===== config.mk =====
export PLATFORM = sky130hd
export DESIGN_NAME = ack_congestion_window_controller_flat
export DESIGN_NICKNAME = d
export VERILOG_FILES = /design/src/rtl/core/acw_pkg.sv /design/src/rtl/core/acw_evt_if.sv /design/src/rtl/core/acw_res_if.sv /design/src/rtl/core/acw_cfg.sv /design/src/rtl/core/acw_state.sv /design/src/rtl/core/ack_congestion_window_controller.sv /design/src/flat_wrapper.sv
export SDC_FILE = /design/constraint.sdc
export NUM_CORES = 1
export LEC_CHECK = 0
export BUFFER_PORTS_ARGS = -buffer_cell sky130_fd_sc_hd__clkbuf_2
export CAP_MARGIN = 20
export CORE_MARGIN = 2
export CORE_UTILIZATION = 60
export CTS_BUF_LIST = sky130_fd_sc_hd__clkbuf_4
export DETAILED_ROUTE_END_ITERATION = 12
export PLACE_DENSITY = 0.91
export SKIP_LAST_GASP = 1
export SYNTH_ARGS = -nofsm -noshare
export SYNTH_HDL_FRONTEND = slang
export SYNTH_SLANG_ARGS = --single-unit
export TNS_END_PERCENT = 1

===== constraint.sdc =====
create_clock -name clk -period 9.4 [get_ports clk]
set_input_delay 0.47 -clock clk [delete_from_list [all_inputs] [get_ports clk]]
set_output_delay 0.47 -clock clk [all_outputs]
set_load 0.02 [all_outputs]

===== src/rtl/core/acw_pkg.sv =====
// Shared types and constants for the ACK congestion window controller.
package acw_pkg;

	localparam int unsigned SEQ_W    = 32;
	localparam int unsigned MINW_W   = 11;
	localparam int unsigned WIN_W    = 14;
	localparam int unsigned RTT_W    = 16;
	localparam int unsigned TMO_W    = 17;
	localparam int unsigned DUP_W    = 2;
	localparam int unsigned PADDR_W  = 4;
	localparam int unsigned PDATA_W  = 32;

	// Register map, indexed by paddr[3:2]
	typedef enum logic [1:0] {
		REG_MIN_WINDOW   = 2'd0,
		REG_MAX_WINDOW   = 2'd1,
		REG_TOTAL_FRAMES = 2'd2
	} acw_reg_t;

	localparam logic [MINW_W-1:0] MIN_WINDOW_RST   = MINW_W'(32);
	localparam logic [WIN_W-1:0]  MAX_WINDOW_RST   = WIN_W'(1024);
	localparam logic [SEQ_W-1:0]  TOTAL_FRAMES_RST = '0;

	localparam logic [WIN_W-1:0] WIN_RESET = WIN_W'(32);
	localparam logic [RTT_W-1:0] RTT_RESET = RTT_W'(20);
	localparam logic [DUP_W-1:0] DUP_TRIGGER = DUP_W'(2);
	localparam logic [DUP_W-1:0] DUP_SAT     = DUP_W'(3);

	localparam logic [0:0] ACT_ACK     = 1'b0;
	localparam logic [0:0] ACT_TIMEOUT = 1'b1;

	// floor(x/5) == (x * RECIP5) >> RECIP5_SH for every x below 2^22
	localparam int unsigned RTT_SUM_W = RTT_W + 3;
	localparam int unsigned RECIP5_W  = 20;
	localparam int unsigned RECIP5_SH = 22;
	localparam logic [RECIP5_W-1:0] RECIP5 = RECIP5_W'(838861);

	typedef struct packed {
		logic [MINW_W-1:0] min_window;
		logic [WIN_W-1:0]  max_window;
		logic [SEQ_W-1:0]  total_frames;
	} acw_cfg_t;

	typedef struct packed {
		logic              action;
		logic [SEQ_W-1:0]  ack_number;
		logic              ack_flag_is_a;
		logic [RTT_W-1:0]  rtt_sample_ms;
	} acw_evt_t;

	typedef struct packed {
		logic [SEQ_W-1:0]  last_acked;
		logic [WIN_W-1:0]  window_size;
		logic              retransmit;
		logic [SEQ_W-1:0]  resend_seq;
		logic              rewind_sender;
		logic [RTT_W-1:0]  rtt_estimate_ms;
		logic [TMO_W-1:0]  timeout_ms;
		logic              in_recovery;
		logic              finished;
	} acw_res_t;

endpackage


===== src/rtl/core/acw_evt_if.sv =====
// Event channel: one ACK or timeout word per handshake.
interface acw_evt_if;
	logic              valid;
	logic              ready;
	acw_pkg::acw_evt_t data;

	modport source (output valid, output data, input ready);
	modport sink   (input valid, input data, output ready);
endinterface


===== src/rtl/core/acw_res_if.sv =====
// Result channel: one controller status word per handshake.
interface acw_res_if;
	logic              valid;
	logic              ready;
	acw_pkg::acw_res_t data;

	modport source (output valid, output data, input ready);
	modport sink   (input valid, input data, output ready);
endinterface


===== src/rtl/core/acw_cfg.sv =====
// APB configuration registers: min_window, max_window, total_frames.
module acw_cfg (
	input  logic                         clk,
	input  logic                         arst_n,
	input  logic                         psel,
	input  logic                         penable,
	input  logic                         pwrite,
	input  logic [acw_pkg::PADDR_W-1:0]  paddr,
	input  logic [acw_pkg::PDATA_W-1:0]  pwdata,
	output logic [acw_pkg::PDATA_W-1:0]  prdata,
	output logic                         pready,
	output acw_pkg::acw_cfg_t            cfg
);

	acw_pkg::acw_cfg_t cfg_q;
	acw_pkg::acw_reg_t reg_sel;
	logic              wr_en;

	assign pready  = 1'b1;
	assign reg_sel = acw_pkg::acw_reg_t'(paddr[3:2]);
	assign wr_en   = psel && penable && pwrite && pready;

	always_ff @(posedge clk or negedge arst_n) begin
		if (!arst_n) begin
			cfg_q.min_window   <= acw_pkg::MIN_WINDOW_RST;
			cfg_q.max_window   <= acw_pkg::MAX_WINDOW_RST;
			cfg_q.total_frames <= acw_pkg::TOTAL_FRAMES_RST;
		end else if (wr_en) begin
			unique case (reg_sel)
				acw_pkg::REG_MIN_WINDOW:   cfg_q.min_window   <= pwdata[acw_pkg::MINW_W-1:0];
				acw_pkg::REG_MAX_WINDOW:   cfg_q.max_window   <= pwdata[acw_pkg::WIN_W-1:0];
				acw_pkg::REG_TOTAL_FRAMES: cfg_q.total_frames <= pwdata[acw_pkg::SEQ_W-1:0];
				default: ;
			endcase
		end
	end

	always_comb begin
		unique case (reg_sel)
			acw_pkg::REG_MIN_WINDOW:
				prdata = acw_pkg::PDATA_W'(cfg_q.min_window);
			acw_pkg::REG_MAX_WINDOW:
				prdata = acw_pkg::PDATA_W'(cfg_q.max_window);
			acw_pkg::REG_TOTAL_FRAMES:
				prdata = acw_pkg::PDATA_W'(cfg_q.total_frames);
			default:
				prdata = '0;
		endcase
	end

	assign cfg = cfg_q;

endmodule


===== src/rtl/core/acw_state.sv =====
// Congestion state registers and the combinational update for one event.
module acw_state (
	input  logic              clk,
	input  logic              arst_n,
	input  acw_pkg::acw_cfg_t cfg,
	input  logic              upd_en,
	input  acw_pkg::acw_evt_t evt,
	output acw_pkg::acw_res_t res_next
);

	logic [acw_pkg::SEQ_W-1:0] acked_q,  acked_d;
	logic [acw_pkg::DUP_W-1:0] dup_q,    dup_d;
	logic [acw_pkg::WIN_W-1:0] window_q, window_d;
	logic                      additive_q, additive_d;
	logic [acw_pkg::RTT_W-1:0] rtt_q,    rtt_d;
	logic                      recovering_q, recovering_d;
	logic                      done_q,   done_d;
	logic                      retx, rewind;

	logic [acw_pkg::WIN_W-1:0]     eff_min, eff_max, half;
	logic [acw_pkg::WIN_W:0]       grown;
	logic [acw_pkg::DUP_W-1:0]     dup_inc;
	logic [acw_pkg::RTT_SUM_W-1:0] rtt_sum;
	logic [acw_pkg::RTT_SUM_W+acw_pkg::RECIP5_W-1:0] rtt_prod;
	logic [acw_pkg::RTT_W-1:0]     rtt_new;
	logic [acw_pkg::SEQ_W-1:0]     ack_gap;
	logic                          ack_ahead;

	assign eff_min = (cfg.min_window == '0) ? acw_pkg::WIN_W'(1)
	                                        : acw_pkg::WIN_W'(cfg.min_window);
	assign eff_max = (cfg.max_window == '0) ? acw_pkg::WIN_W'(1) : cfg.max_window;
	assign half    = window_q >> 1;
	assign grown   = additive_q ? ({1'b0, window_q} + (acw_pkg::WIN_W+1)'(1))
	                            : {window_q, 1'b0};
	assign ack_ahead = evt.ack_number > acked_q;
	assign ack_gap   = evt.ack_number - acked_q;

	// (sample + 4*rtt) / 5 through a reciprocal multiply
	assign rtt_sum  = acw_pkg::RTT_SUM_W'(evt.rtt_sample_ms) + {1'b0, rtt_q, 2'b00};
	assign rtt_prod = rtt_sum * acw_pkg::RECIP5;
	assign rtt_new  = rtt_prod[acw_pkg::RECIP5_SH +: acw_pkg::RTT_W];

	assign dup_inc = (evt.ack_number == acked_q && dup_q < acw_pkg::DUP_SAT)
	               ? dup_q + acw_pkg::DUP_W'(1) : dup_q;

	always_comb begin
		acked_d      = acked_q;
		dup_d        = dup_q;
		window_d     = window_q;
		additive_d   = additive_q;
		rtt_d        = rtt_q;
		recovering_d = recovering_q;
		done_d       = done_q;
		retx         = 1'b0;
		rewind       = 1'b0;
		if (!done_q) begin
			if (evt.action == acw_pkg::ACT_TIMEOUT) begin
				if (recovering_q) begin
					retx = 1'b1;
				end else begin
					rewind     = 1'b1;
					window_d   = eff_min;
					additive_d = 1'b0;
				end
			end else begin
				if (recovering_q) begin
					// leave recovery: halve, floor at min, go additive
					if (ack_ahead) begin
						dup_d        = '0;
						recovering_d = 1'b0;
						acked_d      = evt.ack_number;
						window_d     = (half < eff_min) ? eff_min : half;
						additive_d   = 1'b1;
					end
				end else begin
					dup_d = dup_inc;
					if (dup_inc == acw_pkg::DUP_TRIGGER) begin
						recovering_d = 1'b1;
						retx         = 1'b1;
					end else if (ack_ahead) begin
						if (ack_gap == acw_pkg::SEQ_W'(1) && evt.ack_flag_is_a) begin
							rtt_d    = rtt_new;
							window_d = (grown > {1'b0, eff_max}) ? eff_max
							                                     : grown[acw_pkg::WIN_W-1:0];
						end
						acked_d = evt.ack_number;
					end
				end
				if (acked_d == cfg.total_frames) begin
					done_d = 1'b1;
				end
			end
		end
	end

	always_ff @(posedge clk or negedge arst_n) begin
		if (!arst_n) begin
			acked_q      <= '0;
			dup_q        <= '0;
			window_q     <= acw_pkg::WIN_RESET;
			additive_q   <= 1'b0;
			rtt_q        <= acw_pkg::RTT_RESET;
			recovering_q <= 1'b0;
			done_q       <= 1'b0;
		end else if (upd_en) begin
			acked_q      <= acked_d;
			dup_q        <= dup_d;
			window_q     <= window_d;
			additive_q   <= additive_d;
			rtt_q        <= rtt_d;
			recovering_q <= recovering_d;
			done_q       <= done_d;
		end
	end

	always_comb begin
		res_next.last_acked      = acked_d;
		res_next.window_size     = window_d;
		res_next.retransmit      = retx;
		res_next.resend_seq      = acked_d + acw_pkg::SEQ_W'(1);
		res_next.rewind_sender   = rewind;
		res_next.rtt_estimate_ms = rtt_d;
		res_next.timeout_ms      = {rtt_d, 1'b0};
		res_next.in_recovery     = recovering_d;
		res_next.finished        = done_d;
	end

	a_done_sticky: assert property (@(posedge clk) disable iff (!arst_n)
		done_q |=> done_q) else $error("finished flag dropped");

	a_recovery_dup: assert property (@(posedge clk) disable iff (!arst_n)
		recovering_q |-> dup_q == acw_pkg::DUP_TRIGGER)
		else $error("in recovery without duplicate trigger count");

	a_window_nonzero: assert property (@(posedge clk) disable iff (!arst_n)
		window_q != '0) else $error("window reached zero");

endmodule


===== src/rtl/core/ack_congestion_window_controller.sv =====
// Top level: event input stage, congestion update, result register, APB registers.
//
//  channel | dir | handshake     | word
//  evt     | in  | valid/ready   | action, ack_number, ack_flag_is_a, rtt_sample_ms
//  res     | out | valid/ready   | last_acked ... finished, one word per event
//  apb     | in  | psel/penable  | min_window, max_window, total_frames at 0x0/0x4/0x8
//
// An event is held in the input stage (evt_s1) and its result is registered in the
// result register (res_s2); one event per cycle while res.ready stays high.
// The update is combinational because state feeds straight back into the next event.
// Reset clears the state to its defaults and empties both stages.
// A stalled result holds the input stage; evt.ready falls only when both are full.
module ack_congestion_window_controller (
	input  logic                         clk,
	input  logic                         arst_n,
	acw_evt_if.sink                      evt,
	acw_res_if.source                    res,
	input  logic                         psel,
	input  logic                         penable,
	input  logic                         pwrite,
	input  logic [acw_pkg::PADDR_W-1:0]  paddr,
	input  logic [acw_pkg::PDATA_W-1:0]  pwdata,
	output logic [acw_pkg::PDATA_W-1:0]  prdata,
	output logic                         pready
);

	acw_pkg::acw_cfg_t cfg;
	acw_pkg::acw_evt_t evt_s1;
	logic              valid_s1;
	acw_pkg::acw_res_t res_s2;
	acw_pkg::acw_res_t res_next;
	logic              valid_s2;
	logic              advance;
	logic              upd_en;

	// result register free, or being drained this cycle
	assign advance   = !valid_s2 || res.ready;
	assign upd_en    = valid_s1 && advance;
	assign evt.ready = !valid_s1 || advance;

	always_ff @(posedge clk or negedge arst_n) begin
		if (!arst_n) begin
			valid_s1 <= 1'b0;
		end else if (evt.ready) begin
			valid_s1 <= evt.valid;
		end
	end

	always_ff @(posedge clk) begin
		if (evt.ready && evt.valid) begin
			evt_s1 <= evt.data;
		end
	end

	always_ff @(posedge clk or negedge arst_n) begin
		if (!arst_n) begin
			valid_s2 <= 1'b0;
		end else if (advance) begin
			valid_s2 <= valid_s1;
		end
	end

	always_ff @(posedge clk) begin
		if (upd_en) begin
			res_s2 <= res_next;
		end
	end

	assign res.valid = valid_s2;
	assign res.data  = res_s2;

	acw_cfg u_cfg (
		.clk     (clk),
		.arst_n  (arst_n),
		.psel    (psel),
		.penable (penable),
		.pwrite  (pwrite),
		.paddr   (paddr),
		.pwdata  (pwdata),
		.prdata  (prdata),
		.pready  (pready),
		.cfg     (cfg)
	);

	acw_state u_state (
		.clk      (clk),
		.arst_n   (arst_n),
		.cfg      (cfg),
		.upd_en   (upd_en),
		.evt      (evt_s1),
		.res_next (res_next)
	);

	a_retx_rewind_excl: assert property (@(posedge clk) disable iff (!arst_n)
		valid_s2 |-> !(res_s2.retransmit && res_s2.rewind_sender))
		else $error("retransmit and rewind in the same result");

	a_ready_when_empty: assert property (@(posedge clk) disable iff (!arst_n)
		!valid_s2 |-> evt.ready) else $error("input stalled with empty result register");

	a_rewind_not_recovering: assert property (@(posedge clk) disable iff (!arst_n)
		(valid_s2 && res_s2.rewind_sender) |-> !res_s2.in_recovery)
		else $error("rewind reported while in recovery");

endmodule


===== src/flat_wrapper.sv =====
// flat-port wrapper written by rule: the top's interface ports become plain ports
module ack_congestion_window_controller_flat 
  (clk, arst_n, psel, penable, pwrite, paddr, pwdata, prdata, pready, evt_valid, evt_data, evt_ready, res_valid, res_data, res_ready);
  acw_evt_if evt_i ();
  acw_res_if res_i ();
  input  logic clk;
  input  logic arst_n;
  input  logic psel;
  input  logic penable;
  input  logic pwrite;
  input  logic [acw_pkg::PADDR_W-1:0] paddr;
  input  logic [acw_pkg::PDATA_W-1:0] pwdata;
  output logic [acw_pkg::PDATA_W-1:0] prdata;
  output logic pready;
  input wire logic [$bits(evt_i.valid)-1:0] evt_valid;
  input wire logic [$bits(evt_i.data)-1:0] evt_data;
  output wire logic [$bits(evt_i.ready)-1:0] evt_ready;
  output wire logic [$bits(res_i.valid)-1:0] res_valid;
  output wire logic [$bits(res_i.data)-1:0] res_data;
  input wire logic [$bits(res_i.ready)-1:0] res_ready;
  assign evt_i.valid = evt_valid;
  assign evt_i.data = evt_data;
  assign evt_ready = evt_i.ready;
  assign res_valid = res_i.valid;
  assign res_data = res_i.data;
  assign res_i.ready = res_ready;
  ack_congestion_window_controller u_core (.clk(clk), .arst_n(arst_n), .evt(evt_i), .res(res_i), .psel(psel), .penable(penable), .pwrite(pwrite), .paddr(paddr), .pwdata(pwdata), .prdata(prdata), .pready(pready));
endmodule

# Yosys cells after proc, flatten, opt, wreduce, memory -nomap -nowiden
# Cells that the tools add are included.
# W data, S select, Z words.
[totals]
elab_cells = 111
regBits = 274
output_inout_bits = 150
[op_classes]
eq_ne = 8
n_lt_le_gt_ge = 4
n_addsub = 5
bitwise = 2
mux = 46
multipliers = 1
n_reduce_logical = 21
[op_table]
columns = ["cell", "n"]
rows = [
  ["$mux W32", 7],
  ["$mux W14", 10],
  ["$mux W16", 6],
  ["$pmux W32 S3", 1],
  ["$eq A32 B32 Y1", 2],
  ["$mul A19 B20 Y38 const B", 1],
  ["$add A32 B1 Y32 const B", 1],
  ["$eq A32 B1 Y1 const B", 1],
  ["$gt A32 B32 Y1", 1],
  ["$sub A32 B32 Y32", 1],
  ["$add A16 B18 Y19", 1],
  ["$mux W1", 16],
  ["$add A14 B1 Y15 const B", 1],
  ["$gt A15 B14 Y1", 1],
  ["$mux W15", 1],
  ["$logic_not A14 Y1", 1],
  ["$lt A13 B11 Y1", 1],
  ["$mux W13", 1],
  ["$logic_not A11 Y1", 1],
  ["$mux W11", 1],
  ["$logic_and A1 B1 Y1", 6],
  ["$mux W2", 3],
  ["$reduce_and A2 Y1", 3],
  ["$reduce_and A5 Y1", 1],
  ["13 further kinds", 18],
]

# Longest topological paths before layout
[logic_depth]
ltp_word = 12
depth_mapped = 35

# Hierarchy
# Synthesis repeated with hierarchy kept, for this count alone.
[unflattened]
hier_cells = 2321
area_unflattened_um2 = 23158.5
[by_module_without_submodules]
columns = ["mod", "instances", "cells_each", "area_each_um2"]
rows = [
  ["acw_state", 1, 1960, 15507.4],
  ["ack_congestion_window_controller", 1, 173, 5058.6],
  ["acw_cfg", 1, 188, 2592.5],
]

# Least setup slack after synthesis
# No wires, ideal clock.
[synth_path]
path_type = "register to register"
startpoint = "register u_core.u_state.rtt_q[2] (netlist name)"
endpoint = "register u_core.res_s2 (netlist bit u_core.res.data[34]) (data pin)"
arrival_time_ns = 7.975
path_stages_with_launch = 33
slack_ns = 1.166
setup_ns = 0.260
required_ns = 9.140
n_path_buf = 0
cell_sequence = "dfstp_2 -> ha_1 -> o21ai_0 -> or4b_2 -> a31oi_1 -> nand4_1 -> nand3_1 -> o21a_1 -> o21a_1 -> o21ai_1 -> xnor2_1 -> ha_1 -> fa_1 -> inv_1 -> fa_1 -> inv_1 -> fa_1 -> fa_1 -> inv_1 -> fa_1 -> inv_1 -> ha_1 -> o21a_1 -> o21ai_0 -> or4b_2 -> o311a_1 -> o211ai_1 -> nand2_1 -> o221ai_1 -> a31o_2 -> xnor2_1 -> xnor2_1 -> mux2_2"
[synth_rtl]
columns = ["element", "line_no", "source"]
rows = [
  ["start: declaration", "acw_state.sv:15", "logic [acw_pkg::RTT_W-1:0] rtt_q, rtt_d;"],
  ["start signal: assignment", "acw_state.sv:102", "rtt_q <= acw_pkg::RTT_RESET;"],
  ["start signal: assignment", "acw_state.sv:110", "rtt_q <= rtt_d;"],
  ["end signal: assignment", "ack_congestion_window_controller.sv:65", "res_s2 <= res_next;"],
  ["end: declaration", "ack_congestion_window_controller.sv:30", "acw_pkg::acw_res_t res_s2;"],
]

==> out/metrics.yaml <==
layout:
  nNetsFinal: 3094
  syn_to_final_growth_pct: 15.2
  final_common_cell: "inv_1"
  drive_gt1_share_pct: 18.2
  fin_cells: 3228
  n_fill_cell: 2641
  layout_common_cells: "inv_1, clkbuf_2, nand2_1"
  stdcell_area_um2: 26000
yosys:
  syn_inst: 2377
  synthesis.nets: 2776
  yosysWarnings: 0
  async_reset_ff_share_pct: 46.0
  synthDistinctLibCells: 89
  synth_area_um2: 22500
  yosysSeqAreaShare_pct: 33.7
  synth_ff_type: "edfxtp_1"
  syn_area_per_cell_um2: 9.48
  ys_seq_elements: 274
  synth-edff-count: 148
clocking:
  cts_num_sinks: 274
  clkTransAtPathRegs_ns: 0.07
  clk_latency_ns: 0.85
  clockBufferDepth: 3
  cts-root-buf: "clkbuf_4"
  cts_htree_levels: 3
  cts_buffers: 74
  tritoncts: "built"
sta:
  setup_viol: 0
  relSlewSlack_pct: 33.1
  fin_crit_ns: 9.01
  worst_slew_pin_slew_ns: 1.00
  finClkSkew_ns: 0.0978
  drv_slew: 0
  fin_crit_sh_pct: 95.9
  fmax_ghz: 0.111
  finalHoldViolCount: 0
  holdWs_ns: 0.248
worst_setup_path:
  cp.buffers_inverters: 5
  cp_num_cells: 35
  crit_family: "adder cells"
  cp-startpoint: "u_core.u_state.rtt_q[0]$_DFFE_PN0P_"
  cpPeakStageDelay_ns: 0.64
  critPathMaxFanout: 4
  cp.required_ns: 9.94
  r2r_cells: 35
  startpoint_type: "register"
  timing.rr.start: "u_core.u_state.rtt_q[0]$_DFFE_PN0P_"
  critPathCaptureType: "register"
  cp_slowest_cell: "fa_1"
  cp_common_cell: "fa_1"
  critPathKind: "register to register"
  ff2ff_setup_slack_ns: 0.39
  arrival_ns: 9.55
place:
  io_buffers: 238
  post-dp-hpwl_um: 53800
  dpl_cell_area_um2: 24000
  placedCellCount: 2999
  gp_congestion: 1.03
global_routing:
  grt_pass1_wl_um: 114000
  antenna_found_initial: 5
  grt_max_degree: 72
  grt_overflow_total: 0
  grtUsageTotal_pct: 38.0
  grt_pass1_vias: 20600
floorplanning:
  coreArea_um2: 36800
  die_x_um: 198
  start_util_pct: 61.3
  die_area_um2: 39100
  core.rowCount: 70
  die_y_um: 198
  io_pins: 243
hold_path:
  hold_depth: 4
  hp-start: "penable"
  hold_path_class: "primary input to register"
status:
  status: "finished, final reports clean"
routing:
  drc_errors: 0
  viasPerCell: 6.36
  first_iter_violations: 2476
  wl_per_cell_um: 23.0
  firstDrtPassIters: 6
  totalWireLength_um: 74100
  ant_nets: 0
  vias: 20500
pwr:
  leakagePower_nw: 11.9
  power.density_nw_per_um2: 203
  irDropWorstVdd_uv: 248
run:
  maxCapViolCount: 0
## final timing paths
kind,to
worst max-delay path,u_core.res.data[28]$_DFFE_PP_
max in group asynchronous,u_core.u_state.acked_q[2]$_DFFE_PN0P_
min in group asynchronous,u_core.u_state.window_q[4]$_DFFE_PN0P_
worst min-delay path,u_core.u_cfg.cfg[8]$_DFFE_PN0P_
worst min register to register,u_core.res.valid$_DFFE_PN0P_
worst max register to register,u_core.res.data[28]$_DFFE_PP_
## synthesized netlist by cell type, types with 8 or more instances
master,n,area (um^2)
a221oi_1,11,96.3
mux2_2,74,833
a22o_1,17,149
clkbuf_1,67,251
xor2_1,38,333
o31ai_1,9,67.6
nand2b_1,24,150
inv_1,339,1270
buf_4,18,135
nand2_1,210,788
mux2_4,9,135
dfrtp_1,121,3030
nand4_1,30,188
nor4_1,27,169
and3_1,13,81.3
fa_1,100,2000
nor2b_1,17,106
nand3_1,52,260
mux2i_1,43,430
nor3_1,45,225
nor2_1,121,454
o22ai_1,19,119
ha_1,206,2580
o211ai_1,16,120
a31oi_1,15,93.8
and2_1,25,156
o2111ai_1,8,70.1
o21a_1,18,135
edfxtp_1,148,4440
a211oi_1,14,105
o21ai_0,169,846
a21oi_1,104,521
xnor2_1,62,543
a21o_1,29,218
## where the power goes
group | internal (mW) | switching [mW] | total [mW]
Clock | 0.609 | 0.579 | 1.19
Sequential | 1.36 | 0.149 | 1.51
Combinational | 1.02 | 1.56 | 2.58
## layout make-up
cell class              count  area (um^2)  area share (%)
clock inverters            26          183           0.704
clock buffers             112          841            3.24
well taps                 468          586            2.26
flip-flops and latches    274         7600            29.3
repair buffers            342         2200            8.46
inverters                 341         1280            4.94
diodes                      3         7.51          0.0289
multi-input cells        1662        13300            51.1
## metal layers
metal / global-route usage (%) / routed length (um)
met1: 47.2 / 28100
met2: 61.3 / 34400
met3: 11.4 / 8430
met4: 17.3 / 3140
met5: 0 / 18
## through the flow
step | util (%) | TNS (ns) | power, mW | setup slack, ns
2_1_floorplan | - | 0 | 3.21 | 1.17
3_3_place_gp | 65.3 | 0 | 3.79 | 0.377
3_5_place_dp | 65.3 | -0.0677 | 3.93 | -0.0677
4_1_cts | 70.4 | 0 | 5.14 | 0.00917
5_1_grt | 70.6 | -0.0236 | 5.64 | -0.0236
6_report | 70.6 | 0 | 5.28 | 0.386
## registers in the layout (all words and copies together) (netlist names)
| signal | count |
|---|---|
| u_core.res.data | 98 |
| u_core.u_cfg.cfg | 57 |
| u_core.evt_s1 | 50 |
| u_core.u_state.acked_q | 32 |
| u_core.u_state.rtt_q | 16 |
| u_core.u_state.window_q | 14 |
| u_core.u_state.dup_q | 2 |
| u_core.res.valid | 1 |
| u_core.u_state.additive_q | 1 |
| u_core.u_state.done_q | 1 |
| u_core.u_state.recovering_q | 1 |
| u_core.valid_s1 | 1 |
## worst min-delay path: stages
cell and delay (ns):
clkbuf_2 0.08, nand3_1 0.14, nor3b_2 0.09, mux2_2 0.22
## repair_timing
| action | 4_1_cts | 5_1_grt |
|---|---|---|
| hold buffers | 86 | 0 |
| hold endpoints to repair | 164 | 0 |
| endpoints found under the setup margin | 3 | 15 |
| gates resized for setup | 1 | 9 |
| buffers inserted | 0 | 1 |
| pin swaps | 0 | 2 |
| gates cloned | 0 | 0 |
## cells by family (layout without fill, tap and decap cells)
group,count (synthesis),after routing,synth area share [%]
AO/OA/AOI/OAI,515,515,14.8
XOR/XNOR,100,100,3.89
adder cells (fa/ha/maj),306,306,20.3
buffers and inverters,441,821,7.72
flip-flops,274,274,33.7
multiplexers,126,126,6.21
other,2,5,0.0333
AND/OR/NAND/NOR,613,613,13.3
(Power assumes the default switching activity.)
